==> src/rtl/modinv_pkg.sv <==
// Shared types and constants for the modular inverse core.
`timescale 1ns / 1ps
package modinv_pkg;

    localparam int FIELD_W = 32;

    typedef enum logic [2:0] {
        S_IDLE,
        S_CHECK,
        S_DIV,
        S_UPDATE,
        S_MOD_INIT,
        S_MOD_DIV,
        S_FINISH
    } t_state;

    typedef struct packed {
        logic load;
        logic eu_init;
        logic mod_init;
        logic step;
        logic update;
        logic finish;
    } t_cmd;

    typedef struct packed {
        logic rc_zero;
        logic cnt_last;
        logic inv_ok;
    } t_status;

endpackage

==> src/rtl/modinv_in_if.sv <==
// Input channel: operand and modulus with valid/ready.
`timescale 1ns / 1ps
interface modinv_in_if;
    logic                          valid;
    logic                          ready;
    logic [modinv_pkg::FIELD_W-1:0] operand_value;
    logic [modinv_pkg::FIELD_W-1:0] modulus;

    modport source (output valid, output operand_value, output modulus, input ready);
    modport sink (input valid, input operand_value, input modulus, output ready);
endinterface

==> src/rtl/modinv_out_if.sv <==
// Output channel: inverse, exists flag and gcd with valid/ready.
`timescale 1ns / 1ps
interface modinv_out_if;
    logic                          valid;
    logic                          ready;
    logic [modinv_pkg::FIELD_W-1:0] inverse;
    logic                          exists;
    logic [modinv_pkg::FIELD_W-1:0] common_divisor;

    modport source (output valid, output inverse, output exists, output common_divisor,
                    input ready);
    modport sink (input valid, input inverse, input exists, input common_divisor,
                  output ready);
endinterface

==> src/rtl/modinv_dp.sv <==
// Datapath: Euclid registers, bit-serial restoring divider, result registers.
`timescale 1ns / 1ps
module modinv_dp #(
    parameter int WIDTH = 32
) (
    input  logic                           i_clk,
    input  modinv_pkg::t_cmd               i_cmd,
    input  logic [modinv_pkg::FIELD_W-1:0] i_operand_value,
    input  logic [modinv_pkg::FIELD_W-1:0] i_modulus,
    output modinv_pkg::t_status            o_status,
    output logic [modinv_pkg::FIELD_W-1:0] o_inverse,
    output logic                           o_exists,
    output logic [modinv_pkg::FIELD_W-1:0] o_common_divisor
);

    localparam int CNT_W = $clog2(WIDTH);
    localparam int FW    = modinv_pkg::FIELD_W;

    logic [WIDTH-1:0] a_w, m_w;
    logic [WIDTH-1:0] r_rp, r_rc, r_sp, r_sc, r_m;
    logic             r_par;
    logic [WIDTH-1:0] r_dvd, r_dvs, r_rem, r_acc;
    logic [CNT_W-1:0] r_cnt;
    logic [WIDTH:0]   trial, diff;
    logic             qbit;
    logic [WIDTH-1:0] n_rem, n_acc;
    logic             inv_ok;
    logic [WIDTH-1:0] inv_w;
    logic [FW-1:0]    inv_f, gcd_f;
    logic [FW-1:0]    r_inverse, r_gcd;
    logic             r_exists;

    generate
        if (WIDTH > FW) begin : g_wide
            assign a_w   = {{(WIDTH-FW){1'b0}}, i_operand_value};
            assign m_w   = {{(WIDTH-FW){1'b0}}, i_modulus};
            assign inv_f = inv_w[FW-1:0];
            assign gcd_f = r_rp[FW-1:0];
        end else if (WIDTH == FW) begin : g_equal
            assign a_w   = i_operand_value;
            assign m_w   = i_modulus;
            assign inv_f = inv_w;
            assign gcd_f = r_rp;
        end else begin : g_narrow
            assign a_w   = i_operand_value[WIDTH-1:0];
            assign m_w   = i_modulus[WIDTH-1:0];
            assign inv_f = {{(FW-WIDTH){1'b0}}, inv_w};
            assign gcd_f = {{(FW-WIDTH){1'b0}}, r_rp};
        end
    endgenerate

    // One quotient bit per cycle; acc builds q * s_cur MSB first.
    always_comb begin
        trial = {r_rem, r_dvd[WIDTH-1]};
        diff  = trial - {1'b0, r_dvs};
        qbit  = ~diff[WIDTH];
        n_rem = qbit ? diff[WIDTH-1:0] : trial[WIDTH-1:0];
        n_acc = {r_acc[WIDTH-2:0], 1'b0} + (qbit ? r_sc : '0);
    end

    assign inv_ok = (r_m != '0) && (r_rp == WIDTH'(1));

    always_comb begin
        if (!inv_ok) begin
            inv_w = '0;
        end else if (r_par && (r_rem != '0)) begin
            inv_w = r_m - r_rem;
        end else begin
            inv_w = r_rem;
        end
    end

    always_ff @(posedge i_clk) begin
        if (i_cmd.load) begin
            r_rp  <= a_w;
            r_rc  <= m_w;
            r_m   <= m_w;
            r_sp  <= WIDTH'(1);
            r_sc  <= '0;
            r_par <= 1'b0;
        end
        if (i_cmd.update) begin
            r_rp  <= r_rc;
            r_rc  <= r_rem;
            r_sp  <= r_sc;
            r_sc  <= r_sp + r_acc;
            r_par <= ~r_par;
        end
        if (i_cmd.eu_init || i_cmd.mod_init) begin
            r_dvd <= i_cmd.eu_init ? r_rp : r_sp;
            r_dvs <= i_cmd.eu_init ? r_rc : r_m;
            r_rem <= '0;
            r_acc <= '0;
            r_cnt <= CNT_W'(WIDTH - 1);
        end
        if (i_cmd.step) begin
            r_dvd <= {r_dvd[WIDTH-2:0], 1'b0};
            r_rem <= n_rem;
            r_acc <= n_acc;
            r_cnt <= r_cnt - CNT_W'(1);
        end
        if (i_cmd.finish) begin
            r_inverse <= inv_f;
            r_exists  <= inv_ok;
            r_gcd     <= gcd_f;
        end
    end

    assign o_status.rc_zero  = (r_rc == '0);
    assign o_status.cnt_last = (r_cnt == '0);
    assign o_status.inv_ok   = inv_ok;

    assign o_inverse        = r_inverse;
    assign o_exists         = r_exists;
    assign o_common_divisor = r_gcd;

endmodule

==> src/rtl/modinv_ctrl.sv <==
// Controller: sequences Euclid steps, final reduction and output handshake.
`timescale 1ns / 1ps
module modinv_ctrl (
    input  logic                i_clk,
    input  logic                i_rst_n,
    input  logic                i_in_valid,
    input  logic                i_out_ready,
    input  modinv_pkg::t_status i_status,
    output logic                o_in_ready,
    output logic                o_out_valid,
    output modinv_pkg::t_cmd    o_cmd
);

    modinv_pkg::t_state r_state, n_state;
    logic               r_out_valid;
    logic               out_free;

    assign out_free = ~r_out_valid | i_out_ready;

    always_comb begin
        n_state = r_state;
        case (r_state)
            modinv_pkg::S_IDLE: begin
                if (i_in_valid) n_state = modinv_pkg::S_CHECK;
            end
            modinv_pkg::S_CHECK: begin
                n_state = i_status.rc_zero ? modinv_pkg::S_MOD_INIT : modinv_pkg::S_DIV;
            end
            modinv_pkg::S_DIV: begin
                if (i_status.cnt_last) n_state = modinv_pkg::S_UPDATE;
            end
            modinv_pkg::S_UPDATE: begin
                n_state = modinv_pkg::S_CHECK;
            end
            modinv_pkg::S_MOD_INIT: begin
                n_state = i_status.inv_ok ? modinv_pkg::S_MOD_DIV : modinv_pkg::S_FINISH;
            end
            modinv_pkg::S_MOD_DIV: begin
                if (i_status.cnt_last) n_state = modinv_pkg::S_FINISH;
            end
            modinv_pkg::S_FINISH: begin
                if (out_free) n_state = modinv_pkg::S_IDLE;
            end
            default: begin
                n_state = modinv_pkg::S_IDLE;
            end
        endcase
    end

    always_comb begin
        o_in_ready = 1'b0;
        o_cmd      = '0;
        case (r_state)
            modinv_pkg::S_IDLE: begin
                o_in_ready = 1'b1;
                o_cmd.load = i_in_valid;
            end
            modinv_pkg::S_CHECK: begin
                o_cmd.eu_init = ~i_status.rc_zero;
            end
            modinv_pkg::S_DIV: begin
                o_cmd.step = 1'b1;
            end
            modinv_pkg::S_UPDATE: begin
                o_cmd.update = 1'b1;
            end
            modinv_pkg::S_MOD_INIT: begin
                o_cmd.mod_init = i_status.inv_ok;
            end
            modinv_pkg::S_MOD_DIV: begin
                o_cmd.step = 1'b1;
            end
            modinv_pkg::S_FINISH: begin
                o_cmd.finish = out_free;
            end
            default: begin
                o_cmd = '0;
            end
        endcase
    end

    always_ff @(posedge i_clk) begin
        if (!i_rst_n) begin
            r_state     <= modinv_pkg::S_IDLE;
            r_out_valid <= 1'b0;
        end else begin
            r_state <= n_state;
            if (o_cmd.finish) begin
                r_out_valid <= 1'b1;
            end else if (i_out_ready) begin
                r_out_valid <= 1'b0;
            end
        end
    end

    assign o_out_valid = r_out_valid;

endmodule

==> src/rtl/modular_inverse_core.sv <==
// Top level of the modular inverse core (extended Euclid).
//
// Channels: i_in takes an item of operand_value and modulus; o_out returns
// one item per input with inverse, exists and common_divisor. Both follow
// valid/ready; an item moves on a rising edge with valid and ready high.
// The block works on one item at a time. Each Euclid step is a check, a
// pass of the bit-serial restoring divider and an update. The last check
// finds a zero remainder; if the gcd is one and m is nonzero, the final
// reduction of the coefficient modulo m then runs on the same divider.
// The finish state loads the result register, and idle takes the next
// item. The shared divider sets the time from accept to accept.
// The result sits in an output register, so the next item is accepted while
// the previous result waits. If the receiver stalls and the next result is
// ready, the block holds in its finish state until the register frees.
// Reset (synchronous, active low) returns the controller to idle and drops
// output valid; no memory needs clearing.
`timescale 1ns / 1ps
module modular_inverse_core #(
    parameter int WIDTH = 32
) (
    input  logic                i_clk,
    input  logic                i_rst_n,
    modinv_in_if.sink           i_in,
    modinv_out_if.source        o_out
);

    modinv_pkg::t_cmd    cmd;
    modinv_pkg::t_status status;
    logic                in_ready;
    logic                out_valid;

    modinv_ctrl u_ctrl (
        .i_clk       (i_clk),
        .i_rst_n     (i_rst_n),
        .i_in_valid  (i_in.valid),
        .i_out_ready (o_out.ready),
        .i_status    (status),
        .o_in_ready  (in_ready),
        .o_out_valid (out_valid),
        .o_cmd       (cmd)
    );

    modinv_dp #(
        .WIDTH (WIDTH)
    ) u_dp (
        .i_clk            (i_clk),
        .i_cmd            (cmd),
        .i_operand_value  (i_in.operand_value),
        .i_modulus        (i_in.modulus),
        .o_status         (status),
        .o_inverse        (o_out.inverse),
        .o_exists         (o_out.exists),
        .o_common_divisor (o_out.common_divisor)
    );

    assign i_in.ready  = in_ready;
    assign o_out.valid = out_valid;

    a_cmd_onehot0: assert property (@(posedge i_clk) disable iff (!i_rst_n)
        $onehot0(cmd))
        else $error("more than one datapath command at once");

    a_busy_after_accept: assert property (@(posedge i_clk) disable iff (!i_rst_n)
        (i_in.valid && in_ready) |=> !in_ready)
        else $error("input ready while an item is in progress");

    a_exists_gcd: assert property (@(posedge i_clk) disable iff (!i_rst_n)
        (out_valid && o_out.exists) |-> (o_out.common_divisor == 32'd1))
        else $error("inverse flagged with gcd other than one");

    a_none_zero: assert property (@(posedge i_clk) disable iff (!i_rst_n)
        (out_valid && !o_out.exists) |-> (o_out.inverse == '0))
        else $error("nonzero inverse without an inverse");

endmodule

==> src/flat_wrapper.sv <==
// flat-port wrapper written by rule: the top's interface ports become plain ports
module modular_inverse_core_flat 
#(
    parameter int WIDTH = 32
)
  (i_clk, i_rst_n, i_in_valid, i_in_operand_value, i_in_modulus, i_in_ready, o_out_valid, o_out_inverse, o_out_exists, o_out_common_divisor, o_out_ready);
  modinv_in_if i_in_i ();
  modinv_out_if o_out_i ();
  input  logic i_clk;
  input  logic i_rst_n;
  input wire logic [$bits(i_in_i.valid)-1:0] i_in_valid;
  input wire logic [$bits(i_in_i.operand_value)-1:0] i_in_operand_value;
  input wire logic [$bits(i_in_i.modulus)-1:0] i_in_modulus;
  output wire logic [$bits(i_in_i.ready)-1:0] i_in_ready;
  output wire logic [$bits(o_out_i.valid)-1:0] o_out_valid;
  output wire logic [$bits(o_out_i.inverse)-1:0] o_out_inverse;
  output wire logic [$bits(o_out_i.exists)-1:0] o_out_exists;
  output wire logic [$bits(o_out_i.common_divisor)-1:0] o_out_common_divisor;
  input wire logic [$bits(o_out_i.ready)-1:0] o_out_ready;
  assign i_in_i.valid = i_in_valid;
  assign i_in_i.operand_value = i_in_operand_value;
  assign i_in_i.modulus = i_in_modulus;
  assign i_in_ready = i_in_i.ready;
  assign o_out_valid = o_out_i.valid;
  assign o_out_inverse = o_out_i.inverse;
  assign o_out_exists = o_out_i.exists;
  assign o_out_common_divisor = o_out_i.common_divisor;
  assign o_out_i.ready = o_out_ready;
  modular_inverse_core #(.WIDTH(WIDTH)) u_core (.i_clk(i_clk), .i_rst_n(i_rst_n), .i_in(i_in_i), .o_out(o_out_i));
endmodule
==> config.mk <==
export PLATFORM = sky130hd
export DESIGN_NAME = modular_inverse_core_flat
export DESIGN_NICKNAME = d
export VERILOG_FILES = /design/src/rtl/modinv_pkg.sv /design/src/rtl/modinv_in_if.sv /design/src/rtl/modinv_out_if.sv /design/src/rtl/modinv_dp.sv /design/src/rtl/modinv_ctrl.sv /design/src/rtl/modular_inverse_core.sv /design/src/flat_wrapper.sv
export SDC_FILE = /design/constraint.sdc
export NUM_CORES = 1
export LEC_CHECK = 0
export BUFFER_PORTS_ARGS = -buffer_cell sky130_fd_sc_hd__buf_4
export CAP_MARGIN = 0
export CORE_MARGIN = 2
export CORE_UTILIZATION = 54
export DETAILED_ROUTE_END_ITERATION = 7
export PLACE_DENSITY = 0.85
export SLEW_MARGIN = 20
export SYNTH_ARGS = -nofsm -noshare
export SYNTH_HDL_FRONTEND = slang
export SYNTH_SLANG_ARGS = --single-unit
==> constraint.sdc <==
create_clock -name i_clk -period 5.6 [get_ports i_clk]
set_input_delay 0 -clock i_clk [delete_from_list [all_inputs] [get_ports i_clk]]
set_output_delay 0 -clock i_clk [all_outputs]
set_load 0.05 [all_outputs]
* After elaboration in Yosys (flattened, before gate mapping)
Cells that the tools add are included.
** Word-level totals
- Flip-flop bits (word level) :: 363
- Latch bits :: 0
- Bits in writable memories :: 0
- Bits in read-only memories :: 0
- Input bits :: 68
- Output and inout bits :: 67
- Logic and storage cells :: 88
- Memories :: 0
** Operators by class
- Add/sub/neg operators :: 5
- $mul :: 0
- Div/mod/pow operators :: 0
- Order comparisons :: 0
- Equality and inequality tests :: 11
- Shifts and indexed selects :: 0
- Muxes and demuxes :: 38
- Bitwise gates (word level) :: 4
- Reductions and logical operators :: 13
** Operators with widths (number)
- 32-bit 2-to-1 mux :: 18
- 32-bit adder :: 2
- 32-bit nonzero test :: 2
- 33-bit by 32-bit subtractor with 33-bit output :: 1
- 32-bit by 1-bit == test with 1-bit output, second input constant :: 1
- 32-bit zero test :: 1
- 32-bit subtractor :: 1
- 3-bit case mux with 7 select lines :: 1
- 3-bit 2-to-1 mux :: 5
- 1-bit 2-to-1 mux :: 11
- 5-bit 2-to-1 mux :: 2
- 3-bit == test, second input constant :: 3
- 3-bit by 2-bit == test with 1-bit output, second input constant :: 2
- 2-bit nonzero test :: 3
- 5-bit zero test :: 1
- 5-bit by 1-bit subtractor with 5-bit output, second input constant :: 1
- 2-bit by 1-bit != test with 1-bit output, second input constant :: 2
- 2-bit != test, second input constant :: 2
- 4-bit AND reduction :: 1
- 3-bit by 1-bit == test with 1-bit output, second input constant :: 1
- 3-bit zero test :: 1
- 1-bit NOT :: 3
- 1-bit logical AND :: 2
- 2-bit 2-to-1 mux :: 1
- 3 further kinds :: 3

* Depth between registers and ports, before layout
Gate-level depths: netlist of the first run.
- Depth after elaboration :: 6
- Depth in mapped cells :: 24
- Mapped depth without buffers :: 23

* Hierarchy
Synthesis of the first run repeated with hierarchy kept, for this count alone.
** Second synthesis, totals
- Cell total of the unflattened synthesis :: 1920
- Area, all modules :: 21161.5 um^2
** By module, submodules not included
- modinv_dp :: times used 1, cells an instance 1879, area an instance 20846.2 um^2, sequential area each 10770.3 um^2
- modinv_ctrl :: times used 1, cells an instance 41, area an instance 315.3 um^2, sequential area each 80.1 um^2

* Worst setup path before layout of the first run
No wires, ideal clock.
- Path kind :: register -> register
- Start point :: reg u_core.u_ctrl.r_state[2]
- End point :: reg u_core.u_dp.r_gcd[0] (netlist: u_core.u_dp.o_common_divisor[0]), enable pin
- Library setup time :: 568 ps
- Data arrival time :: 5296 ps
- Required time :: 5032 ps
- Setup slack :: -264 ps
- Stages on the path, launching flop included :: 5
- Path buffers :: 2
- Clock period less this slack :: 5864 ps
- Cell sequence :: dfxtp_1 clkbuf_1 clkbuf_1 nand2_1 nor3_1
** RTL lines
- start, declared :: RTL line modinv_ctrl.sv:14 : modinv_pkg::t_state r_state, n_state;
- start signal, assigned :: RTL line modinv_ctrl.sv:84 : r_state <= modinv_pkg::S_IDLE;
- start signal, assigned :: RTL line modinv_ctrl.sv:87 : r_state <= n_state;
- end signal, assigned :: RTL line modinv_dp.sv:105 : r_gcd <= gcd_f;
- end, declared :: RTL line modinv_dp.sv:30 : logic [FW-1:0] r_inverse, r_gcd;

* Final worst setup path of the first run
- Start point :: reg u_core.u_dp.r_rem[10]
- End point :: reg u_core.u_dp.r_acc[31] (data pin)
** On the way
- Cells in the longest elaborated chain, start to end :: 4
** Ends and longest elaborated chain
- start, declared :: RTL line modinv_dp.sv:22 : logic [WIDTH-1:0] r_dvd, r_dvs, r_rem, r_acc;
- start signal, assigned :: RTL line modinv_dp.sv:98 : r_rem <= n_rem;
- 33-bit by 32-bit subtractor with 33-bit output :: RTL line modinv_dp.sv:55 : diff = trial - {1'b0, r_dvs};
- 32-bit 2-to-1 mux :: RTL line modinv_dp.sv:58 : n_acc = {r_acc[WIDTH-2:0], 1'b0} + (qbit ? r_sc : '0);
- 32-bit adder :: RTL line modinv_dp.sv:58
- 32-bit 2-to-1 mux :: RTL line modinv_dp.sv:96 : if (i_cmd.step) begin
- end signal, assigned :: RTL line modinv_dp.sv:99 : r_acc <= n_acc;
- end, declared :: RTL line modinv_dp.sv:22
Every way passes these cells.
A chain may end at the register's enable or synchronous reset.

==> results of run 1 <==
-- cell type report --
type / instances / area (um2) / area share [%]
clock buffers: 53 / 1140 / 4.45
clock inverters: 21 / 195 / 0.761
inverters: 92 / 345 / 1.35
multi-input cells: 1503 / 10000 / 39.1
flip-flops and latches: 363 / 10900 / 42.3
well taps: 518 / 648 / 2.53
repair buffers: 296 / 2430 / 9.49
-- sequential cells by signal, summed over array words and instances (netlist names) --
name / flops
u_core.u_ctrl.o_out_valid: 1
u_core.u_ctrl.r_state: 3
u_core.u_dp.gcd_f: 32
u_core.u_dp.o_common_divisor: 32
u_core.u_dp.o_exists: 1
u_core.u_dp.o_inverse: 32
u_core.u_dp.r_acc: 32
u_core.u_dp.r_cnt: 5
u_core.u_dp.r_dvd: 32
u_core.u_dp.r_dvs: 32
u_core.u_dp.r_m: 32
u_core.u_dp.r_par: 1
u_core.u_dp.r_rc: 32
u_core.u_dp.r_rem: 32
u_core.u_dp.r_sc: 32
u_core.u_dp.r_sp: 32
-- stage by stage --
stage                     area (um2)  TNS, ps
after floorplan                21200        0
after global placement         23300    -51.6
after detailed placement       23300     -171
after CTS                      25300        0
after global routing           25600     -854
final                          25600        0
-- final timing paths --
check	from	end	slack, ps	cells after the start
min reg2reg	u_core.u_dp.gcd_f[0]	u_core.u_dp.o_common_divisor[0]	500	0
max	u_core.u_dp.r_rem[10]	u_core.u_dp.r_acc[31]	7	23
max reg2reg	u_core.u_dp.r_rem[10]	u_core.u_dp.r_acc[31]	7	23
min	i_in_modulus[15]	u_core.u_dp.r_m[15]	190	2
-- power by group --
group          switching (mW)  internal (mW)
Clock                    1.12           1.58
Sequential              0.246           3.39
Combinational            1.86           1.36
Total                    3.23           6.33
-- what timing repair did --
item	4_1_cts	5_1_grt
endpoints found under the hold margin	100	0
setup buffers	3	7
hold buffers	66	0
gates resized for setup	8	50
gates cloned	0	1
pin swaps	5	38
endpoints found under the setup margin	6	14
-- kinds of logic after synthesis --
| logic type | synth area share (%) |
|---|---|
| compound gates | 14.4 |
| xor+xnor | 3.96 |
| mux | 3.49 |
| flops | 51.1 |
| buf+inv | 3.30 |
| fa+ha+maj | 7.74 |
| simple gates | 16.0 |
-- metal layers --
metal / part of all wire [%] / vias to the layer above / GRT usage [%] / routed length (um)
met5: 0 / - / 0 / 0
met4: 3.9 / 0 / 11.2 / 2370
met3: 9.6 / 146 / 6.27 / 5890
met2: 47 / 963 / 47.0 / 28500
met1: 40 / 8369 / 39.3 / 24500
li1: - / 7980 / - / -
-- worst reg2reg max path: stages (launching register included) --
cell and delay, ps:
sky130_fd_sc_hd__edfxtp_1 440, sky130_fd_sc_hd__ha_4 270, sky130_fd_sc_hd__a221oi_2 240, sky130_fd_sc_hd__o21ai_1 140, sky130_fd_sc_hd__a221o_1 400, sky130_fd_sc_hd__or4_4 520, sky130_fd_sc_hd__a21o_4 250, sky130_fd_sc_hd__a21oi_4 180
sky130_fd_sc_hd__a221oi_4 100, sky130_fd_sc_hd__buf_4 170, sky130_fd_sc_hd__buf_12 130, sky130_fd_sc_hd__and2_4 170, sky130_fd_sc_hd__ha_4 170, sky130_fd_sc_hd__fa_2 400, sky130_fd_sc_hd__a211oi_2 260, sky130_fd_sc_hd__o21ai_1 110
sky130_fd_sc_hd__a31oi_2 250, sky130_fd_sc_hd__o21a_1 250, sky130_fd_sc_hd__a21oi_4 100, sky130_fd_sc_hd__a2111oi_4 320, sky130_fd_sc_hd__nor3_2 90, sky130_fd_sc_hd__xnor2_1 180, sky130_fd_sc_hd__xnor2_1 140, sky130_fd_sc_hd__nor2_1 50
-- synth_stat cells, drive strengths merged (4+ instances only) --
| cell | n | area [um2] |
|---|---|---|
| edfxtp | 358 | 10800 |
| nand2 | 309 | 1160 |
| a21oi | 139 | 696 |
| o21ai | 128 | 641 |
| nor2 | 127 | 477 |
| ha | 125 | 1560 |
| inv | 91 | 342 |
| and2 | 74 | 464 |
| a21o | 72 | 544 |
| clkbuf | 65 | 248 |
| xnor2 | 56 | 490 |
| xor2 | 40 | 350 |
| mux2i | 37 | 370 |
| nor4 | 36 | 225 |
| nand3 | 35 | 175 |
| nor3 | 34 | 170 |
| mux2 | 33 | 372 |
| nand4 | 25 | 156 |
| nor2b | 21 | 131 |
| a211oi | 20 | 150 |
| nand2b | 18 | 113 |
| o21a | 17 | 128 |
| o21bai | 17 | 128 |
| a31oi | 14 | 87.6 |
| buf | 13 | 108 |
| or3 | 13 | 82.6 |
| o31ai | 11 | 82.6 |
| a211o | 8 | 70.1 |
| a221oi | 8 | 100 |
| or2 | 8 | 50.1 |
| a22o | 7 | 62.6 |
| o211ai | 7 | 52.6 |
| a2111oi | 6 | 53.8 |
| a21boi | 5 | 37.5 |
| dfxtp | 5 | 100 |
| nand3b | 5 | 37.5 |
| nor3b | 5 | 37.5 |
| or4 | 5 | 41.3 |
| and3 | 4 | 27.5 |
| fa | 4 | 80.1 |
==> run summary, run 1 <==
Route
* **per-cell routed wire length** 21.5 um
* **violation count after the first detailed-routing iteration** 1641
* **number of nets with antenna violations after routing** 0
* **via-per-instance ratio** 6.13
* **total DRC errors in the routed layout** 0
* **aggregate routed wire length** 61200 um
* **total number of vias** 17500
* **number of optimization iterations in the first detailed-route pass** 6

Setup path
* **maximum single-stage delay on the critical path** 520 ps
* **WS Path Type** reg -> reg
* **family with the most delay on the worst path** compound AO/OA/AOI/OAI gates
* **CP endpoint kind** flip-flop
* **CP cell instances** ha_4 -> a221oi_2 -> o21ai_1 -> a221o_1 -> or4_4 -> a21o_4 -> a21oi_4 -> a221oi_4 -> buf_4 -> buf_12 -> and2_4 -> ha_4 -> fa_2 -> a211oi_2 -> o21ai_1 -> a31oi_2 -> o21a_1 -> a21oi_4 -> a2111oi_4 -> nor3_2 -> xnor2_1 -> xnor2_1 -> nor2_1
* **Worst path slowest cell** sky130_fd_sc_hd__or4_4
* **CP Buf/Inv Count** 2
* **Critical Path Fanout Max** 8
* **Critical Path AT** 5870 ps
* **critical path data required time** 5880 ps
* **sort of element at the start of the critical path** flip-flop

CTS
* **level count of the clock H-tree** 2
* **clock slew at reported path FFs** 60 ps
* **clock tree from TritonCTS** built
* **number of clock sinks** 363
* **number of buffers created by CTS** 40
* **clock latency on the worst-skew pair** 550 ps
* **number of buffers between clock root and the deepest sink** 3
* **cell at the root of the clock tree** sky130_fd_sc_hd__clkbuf_16

Power and ir drop
* **Power Dens Cells** 373 nW/um2
* **Design Power** 9.56 mW
* **maximum VDD drop** 0.000268 V
* **Static Leakage** 10.4 nW

Cells and area
* **final standard cell count with taps included and fillers excluded** 2846
* **most frequent standard cell in the layout excluding fill and tap cells** sky130_fd_sc_hd__edfxtp_1
* **final net count** 2493
* **ANT cells** 0
* **synth-to-layout area growth** 20.8%
* **number of filler cells placed in the layout** 2846
* **most frequent cells in the layout** sky130_fd_sc_hd__edfxtp_1 (358), sky130_fd_sc_hd__nand2_1 (307), sky130_fd_sc_hd__buf_4 (226)
* **final core utilization** 66.2%
* **ratio of cells with drive above 1 in the final layout** 17.1%

STA
* **total of endpoints with negative setup slack in the final report** 0
* **headroom to the max-slew limit** 25.2%
* **period utilization** 99.9%
* **final critical path time including I/O delays and setup** 5590 ps
* **RSZ-0062 raised after global routing** true
* **final setup skew** 25.9 ps
* **Final Slew Violations** 0
* **smallest setup slack after layout** 7.23 ps
* **Final Hold Vio Count** 0
* **transition time at the pin with the least slew margin** 1120 ps
* **highest achievable clock rate** 0.179 GHz
* **hold slack final** 187 ps

Synth
* **number of warnings printed during yosys synthesis** 0
* **gate count of the mapped netlist** 2036
* **post-synthesis sequential element count** 363
* **share of flip-flops with an asynchronous set or reset** 0%
* **EDFF count, synth** 358
* **Synthesized Nets** 2233
* **predominant post-synthesis flop cell** sky130_fd_sc_hd__edfxtp_1
* **Post-Synthesis Cell Area** 21200 um2
* **share of the yosys chip area belonging to registers** 51.1%
* **average instance area after synthesis** 10.4 um2
* **Cell variety after synth** 74

Die
* **die outline width** 202 um
* **Die Height** 202 um
* **area of the die** 40900 um2
* **cell row count** 72
* **initial cell density of the core** 54.8%
* **io pins** 135
* **area of the core region** 38700 um2

Place
* **DPL Wire Length** 41200 um
* **placed cell count** 2698
* **routability congestion estimate from global placement** 0.927
* **Port-buffer cells** 134
* **worst slack at placement** -165 ps

Status
* **outcome** finished clean

Global routing
* **global-route wire length before repair** 94900 um
* **Tot GR Track Use** 29.3%
* **overflow left after global routing** 0
* **initial antenna violation count** 1
* **vias in the first global route** 17300
* **maximum number of pins on one net before global-route repair** 73

Run
* **Maximum Capacitance Violations** 0

Hold path
* **HP Class** in -> reg

No activity file was read; power rests on OpenSTA's default activity.
==> run 2: changes to the inputs <==
==> constraint.sdc (replaced) <==
create_clock -name i_clk -period 5.6 [get_ports i_clk]
set_input_delay 0.84 -clock i_clk [delete_from_list [all_inputs] [get_ports i_clk]]
set_output_delay 0.84 -clock i_clk [all_outputs]
set_load 0.05 [all_outputs]
==> run summary, run 2 (synthesis results as in run 1) <==
Status
* **outcome** finished, violations left
* **failing checks** setup timing

Die
* **io pins** 135
* **initial cell density of the core** 54.8%
* **area of the die** 40900 um2
* **die outline width** 202 um
* **cell row count** 72
* **Die Height** 202 um
* **area of the core region** 38700 um2

STA
* **final setup skew** 25.9 ps
* **headroom to the max-slew limit** 25.4%
* **smallest setup slack after layout** -8.87 ps
* **final critical path time including I/O delays and setup** 5610 ps
* **hold slack final** 474 ps
* **highest achievable clock rate** 0.178 GHz
* **transition time at the pin with the least slew margin** 1120 ps
* **Final Slew Violations** 0
* **period utilization** 100%
* **RSZ-0062 raised after global routing** true
* **Final Hold Vio Count** 0
* **total of endpoints with negative setup slack in the final report** 1

CTS
* **level count of the clock H-tree** 2
* **number of buffers between clock root and the deepest sink** 3
* **clock latency on the worst-skew pair** 550 ps
* **number of buffers created by CTS** 40
* **number of clock sinks** 363
* **clock slew at reported path FFs** 60 ps
* **clock tree from TritonCTS** built
* **cell at the root of the clock tree** sky130_fd_sc_hd__clkbuf_16

Power and ir drop
* **maximum VDD drop** 0.000303 V
* **Static Leakage** 10.1 nW
* **Power Dens Cells** 381 nW/um2
* **Design Power** 9.52 mW

Setup path
* **Critical Path AT** 5880 ps
* **critical path data required time** 5870 ps
* **Critical Path Fanout Max** 8
* **CP endpoint kind** flip-flop
* **WS Path Type** reg -> reg
* **sort of element at the start of the critical path** flip-flop

Cells and area
* **final core utilization** 64.5%
* **most frequent standard cell in the layout excluding fill and tap cells** sky130_fd_sc_hd__edfxtp_1
* **most frequent cells in the layout** sky130_fd_sc_hd__edfxtp_1 (358), sky130_fd_sc_hd__nand2_1 (307), sky130_fd_sc_hd__buf_4 (226)
* **final net count** 2427
* **ANT cells** 0
* **ratio of cells with drive above 1 in the final layout** 17.6%
* **synth-to-layout area growth** 17.7%
* **number of filler cells placed in the layout** 2938

Place
* **worst slack at placement** -165 ps
* **DPL Wire Length** 41200 um
* **routability congestion estimate from global placement** 0.927
* **Port-buffer cells** 134

Global routing
* **vias in the first global route** 16600
* **Tot GR Track Use** 28.2%
* **maximum number of pins on one net before global-route repair** 73
* **initial antenna violation count** 2
* **overflow left after global routing** 0
* **global-route wire length before repair** 91500 um

Route
* **via-per-instance ratio** 6.16
* **aggregate routed wire length** 58700 um
* **number of nets with antenna violations after routing** 0
* **number of optimization iterations in the first detailed-route pass** 5
* **total number of vias** 17100
* **per-cell routed wire length** 21.1 um
* **total DRC errors in the routed layout** 0
* **violation count after the first detailed-routing iteration** 1528

Run
* **Maximum Capacitance Violations** 0

Hold path
* **HP Class** in -> reg

## run 2: cell count changes in the layout (fill, tap and decap cells not counted)
cell / delta
sky130_fd_sc_hd__dlygate4sd3_1: -66
## run 2: layout make-up
type | instances | area, um2 | share of cell area, %
Clock inverter | 21 | 195 | 0.781
Multi-Input combinational cell | 1503 | 10000 | 40.2
Sequential cell | 363 | 10900 | 43.4
Tap cell | 518 | 648 | 2.59
Inverter | 92 | 345 | 1.38
Timing Repair Buffer | 230 | 1770 | 7.10
Clock buffer | 53 | 1140 | 4.57
## run 2: per-stage QoR
| step | setup TNS [ps] | cells | instance area, um2 |
|---|---|---|---|
| floorplan | 0 | 2036 | 21200 |
| global placement | -51.6 | 2698 | 23300 |
| detailed placement | -171 | 2698 | 23300 |
| CTS | 0 | 2775 | 24700 |
| global route | -846 | 2780 | 25000 |
| finish | -8.87 | 2780 | 25000 |
## run 2: final timing paths
| kind | from | to | slack, ps | cells after the start |
|---|---|---|---|---|
| setup reg to reg | u_core.u_dp.r_rem[10] | u_core.u_dp.r_acc[31] | -9 | 23 |
| hold / removal | i_in_modulus[15] | u_core.u_dp.r_m[15] | 470 | 1 |
| setup / recovery | u_core.u_dp.r_rem[10] | u_core.u_dp.r_acc[31] | -9 | 23 |
| hold reg to reg | u_core.u_dp.gcd_f[0] | u_core.u_dp.o_common_divisor[0] | 510 | 0 |
## run 2: layer usage
metal | GRT usage (%) | vias up | routed length, um
met5 | 0 | - | 13
met3 | 5.37 | 134 | 5730
li1 | - | 7848 | -
met4 | 10.1 | 2 | 2070
met2 | 44.0 | 942 | 26500
met1 | 39.3 | 8190 | 24300
## run 2: worst max-delay path, cell delays in order, from the launching register on
cell and delay, ps:
sky130_fd_sc_hd__edfxtp_1 440, sky130_fd_sc_hd__ha_4 270, sky130_fd_sc_hd__a221oi_2 240, sky130_fd_sc_hd__o21ai_1 140, sky130_fd_sc_hd__a221o_1 400, sky130_fd_sc_hd__or4_4 520
sky130_fd_sc_hd__a21o_4 250, sky130_fd_sc_hd__a21oi_4 180, sky130_fd_sc_hd__a221oi_4 100, sky130_fd_sc_hd__buf_4 170, sky130_fd_sc_hd__buf_12 130, sky130_fd_sc_hd__and2_4 160
sky130_fd_sc_hd__ha_4 160, sky130_fd_sc_hd__fa_2 400, sky130_fd_sc_hd__a211oi_2 250, sky130_fd_sc_hd__o21ai_1 110, sky130_fd_sc_hd__a31oi_2 250, sky130_fd_sc_hd__o21a_1 250
sky130_fd_sc_hd__a21oi_4 100, sky130_fd_sc_hd__a2111oi_4 320, sky130_fd_sc_hd__nor3_2 90, sky130_fd_sc_hd__xnor2_1 180, sky130_fd_sc_hd__xnor2_1 150, sky130_fd_sc_hd__nor2_1 60
## run 2: report_power, final
group | total, mW | internal [mW] | switching (mW)
Combinational | 3.18 | 1.33 | 1.85
Clock | 2.70 | 1.58 | 1.12
Sequential | 3.64 | 3.39 | 0.245
## run 2: timing repair
item                                    CTS  global route
cloned                                    0             1
pin swaps                                 5            38
hold endpoints to repair                  0             0
buffers inserted                          3             7
hold buffers                              0             0
endpoints found under the setup margin    6            14
resized for setup                         8            50
==> run 3: changes to the inputs <==
--- a/config.mk
+++ b/config.mk
@@ -7,10 +7,12 @@
 export LEC_CHECK = 0
 export BUFFER_PORTS_ARGS = -buffer_cell sky130_fd_sc_hd__buf_4
 export CAP_MARGIN = 0
+export CELL_PAD_IN_SITES_DETAIL_PLACEMENT = 1
+export CELL_PAD_IN_SITES_GLOBAL_PLACEMENT = 1
 export CORE_MARGIN = 2
-export CORE_UTILIZATION = 54
+export CORE_UTILIZATION = 44
 export DETAILED_ROUTE_END_ITERATION = 7
-export PLACE_DENSITY = 0.85
+export PLACE_DENSITY = 0.87
 export SLEW_MARGIN = 20
 export SYNTH_ARGS = -nofsm -noshare
 export SYNTH_HDL_FRONTEND = slang
==> run summary, run 3 (synthesis results as in run 1) <==
Status
* **outcome** finished clean

Route
* **number of nets with antenna violations after routing** 0
* **total number of vias** 17500
* **number of optimization iterations in the first detailed-route pass** 6
* **total DRC errors in the routed layout** 0
* **violation count after the first detailed-routing iteration** 1501
* **per-cell routed wire length** 24.8 um
* **via-per-instance ratio** 6.09
* **aggregate routed wire length** 71300 um

Run
* **Maximum Capacitance Violations** 0

Cells and area
* **Finished Cell Area** 25000 um2
* **most frequent cells in the layout** sky130_fd_sc_hd__edfxtp_1 (358), sky130_fd_sc_hd__nand2_1 (306), sky130_fd_sc_hd__buf_4 (224)
* **ratio of cells with drive above 1 in the final layout** 17.8%
* **synth-to-layout area growth** 17.9%
* **number of filler cells placed in the layout** 5200
* **ANT cells** 0
* **final net count** 2430
* **most frequent standard cell in the layout excluding fill and tap cells** sky130_fd_sc_hd__edfxtp_1

Die
* **cell row count** 80
* **initial cell density of the core** 44.6%
* **area of the die** 50000 um2
* **die outline width** 224 um
* **io pins** 135
* **Die Height** 224 um
* **area of the core region** 47600 um2

STA
* **period utilization** 99.1%
* **headroom to the max-slew limit** 38.9%
* **final critical path time including I/O delays and setup** 5550 ps
* **setup_tns** 0 ps
* **total of endpoints with negative setup slack in the final report** 0
* **transition time at the pin with the least slew margin** 913 ps
* **Final Hold Vio Count** 0
* **highest achievable clock rate** 0.180 GHz
* **final setup skew** 24.2 ps
* **RSZ-0062 raised after global routing** true
* **Final Slew Violations** 0

CTS
* **number of buffers between clock root and the deepest sink** 3
* **number of clock sinks** 363
* **level count of the clock H-tree** 2
* **cell at the root of the clock tree** sky130_fd_sc_hd__clkbuf_16
* **clock latency on the worst-skew pair** 580 ps
* **clock tree from TritonCTS** built
* **number of buffers created by CTS** 42
* **Post-CTS Hold Fix Bufs** 0
* **clock slew at reported path FFs** 60 ps

Setup path
* **Critical Path Fanout Max** 8
* **CP Buf/Inv Count** 2
* **Worst path slowest cell** sky130_fd_sc_hd__o21ai_0
* **CP cell instances** ha_1 -> a21oi_1 -> nor2b_1 -> o21ai_0 -> nor2_1 -> nor4_2 -> a221oi_4 -> buf_6 -> buf_12 -> and2_4 -> ha_4 -> fa_2 -> a211oi_2 -> o21ai_1 -> a31oi_2 -> o21a_1 -> a21oi_4 -> a2111oi_4 -> nor3_2 -> xnor2_1 -> xnor2_1 -> nor2_1
* **family with the most delay on the worst path** compound AO/OA/AOI/OAI gates
* **sort of element at the start of the critical path** flip-flop
* **WS Path Type** reg -> reg
* **maximum single-stage delay on the critical path** 650 ps
* **Critical Path AT** 5860 ps
* **critical path data required time** 5910 ps
* **CP endpoint kind** flip-flop

Place
* **Port-buffer cells** 134
* **dpl cell area** 23300 um2
* **routability congestion estimate from global placement** 0.905
* **DPL Wire Length** 50700 um

Power and ir drop
* **fraction of power spent switching nets** 35.8%
* **proportion of power drawn by the clock network** 27.2%
* **Design Power** 9.65 mW
* **Static Leakage** 10.1 nW
* **switching power total** 3.45 mW
* **cell internal power dissipation** 6.20 mW
* **Power Dens Cells** 385 nW/um2
* **maximum VDD drop** 0.000192 V
* **portion of total power attributed to combinational logic** 34.9%
* **power share of the sequential group** 37.9%

Global routing
* **maximum number of pins on one net before global-route repair** 73
* **initial antenna violation count** 2
* **overflow left after global routing** 0
* **Tot GR Track Use** 28.1%
* **vias in the first global route** 18800
* **global-route wire length before repair** 109000 um

Hold path
* **HP Class** in -> reg

==> run 3: area by class of cell <==
type | count | area (um2) | area share, %
timing repair buffer | 231 | 1770 | 7.09
clock buffer | 55 | 1130 | 4.52
tap | 615 | 769 | 3.07
inverter | 92 | 345 | 1.38
multi-input combinational | 1503 | 10000 | 40.1
clock inverter | 20 | 134 | 0.535
sequential | 363 | 10900 | 43.3
==> run 3: path summary, 6_finish.rpt <==
kind / startpoint / to / slack [ps] / cells past startpoint
hold / removal: i_in_modulus[1] / u_core.u_dp.r_m[1] / 450 / 1
hold reg to reg: u_core.u_dp.gcd_f[9] / u_core.u_dp.o_common_divisor[9] / 500 / 0
setup reg to reg: u_core.u_dp.r_rem[28] / u_core.u_dp.r_acc[31] / 50 / 22
setup / recovery: u_core.u_dp.r_rem[28] / u_core.u_dp.r_acc[31] / 50 / 22
==> run 3: power by group through the flow <==
stage          clock network, mW  registers [mW]  logic (mW)
6_report                    2.62            3.66        3.36
5_1_grt                     2.73            3.68        3.63
4_1_cts                     2.65            3.64        3.17
3_5_place_dp                   0            3.69        3.05
3_3_place_gp                   0            3.67        2.86
2_1_floorplan                  0            3.59        2.13
==> run 3: routing by layer <==
layer | share of wire (%) | routed length [um] | GRT usage, % | up-vias
li1 | - | - | - | 7834
met1 | 41 | 29300 | 35.7 | 8766
met2 | 48 | 34100 | 47.2 | 739
met3 | 6.5 | 4660 | 4.92 | 201
met4 | 4.6 | 3260 | 12.1 | 4
met5 | 0.035 | 25 | 0 | -
==> run 3: through the flow <==
step	cells	worst slack (ps)	hold slack [ps]	utilization (%)
finish	2879	49.9	451	52.5
global route	2879	-146	436	52.5
CTS	2871	2.25	429	52.0
detailed placement	2786	-468	480	49.0
global placement	2786	-165	462	49.0
floorplan	2036	26.8	441	-
==> run 3: what timing repair did <==
item / in CTS / in global routing
hold endpoints to repair: 0 / 0
setup endpoints to repair: 13 / 13
gates resized for setup: 24 / 44
gates cloned: 2 / 0
setup buffers: 8 / 10
pin swaps: 17 / 24
==> run 3: worst reg2reg max path, stage by stage (launching register included) <==
cell and delay, ps:
sky130_fd_sc_hd__edfxtp_1 420, sky130_fd_sc_hd__ha_1 410, sky130_fd_sc_hd__a21oi_1 280, sky130_fd_sc_hd__nor2b_1 90, sky130_fd_sc_hd__o21ai_0 650, sky130_fd_sc_hd__nor2_1 130, sky130_fd_sc_hd__nor4_2 480, sky130_fd_sc_hd__a221oi_4 120
sky130_fd_sc_hd__buf_6 160, sky130_fd_sc_hd__buf_12 130, sky130_fd_sc_hd__and2_4 170, sky130_fd_sc_hd__ha_4 170, sky130_fd_sc_hd__fa_2 360, sky130_fd_sc_hd__a211oi_2 240, sky130_fd_sc_hd__o21ai_1 130, sky130_fd_sc_hd__a31oi_2 250
sky130_fd_sc_hd__o21a_1 240, sky130_fd_sc_hd__a21oi_4 90, sky130_fd_sc_hd__a2111oi_4 310, sky130_fd_sc_hd__nor3_2 90, sky130_fd_sc_hd__xnor2_1 170, sky130_fd_sc_hd__xnor2_1 150, sky130_fd_sc_hd__nor2_1 50
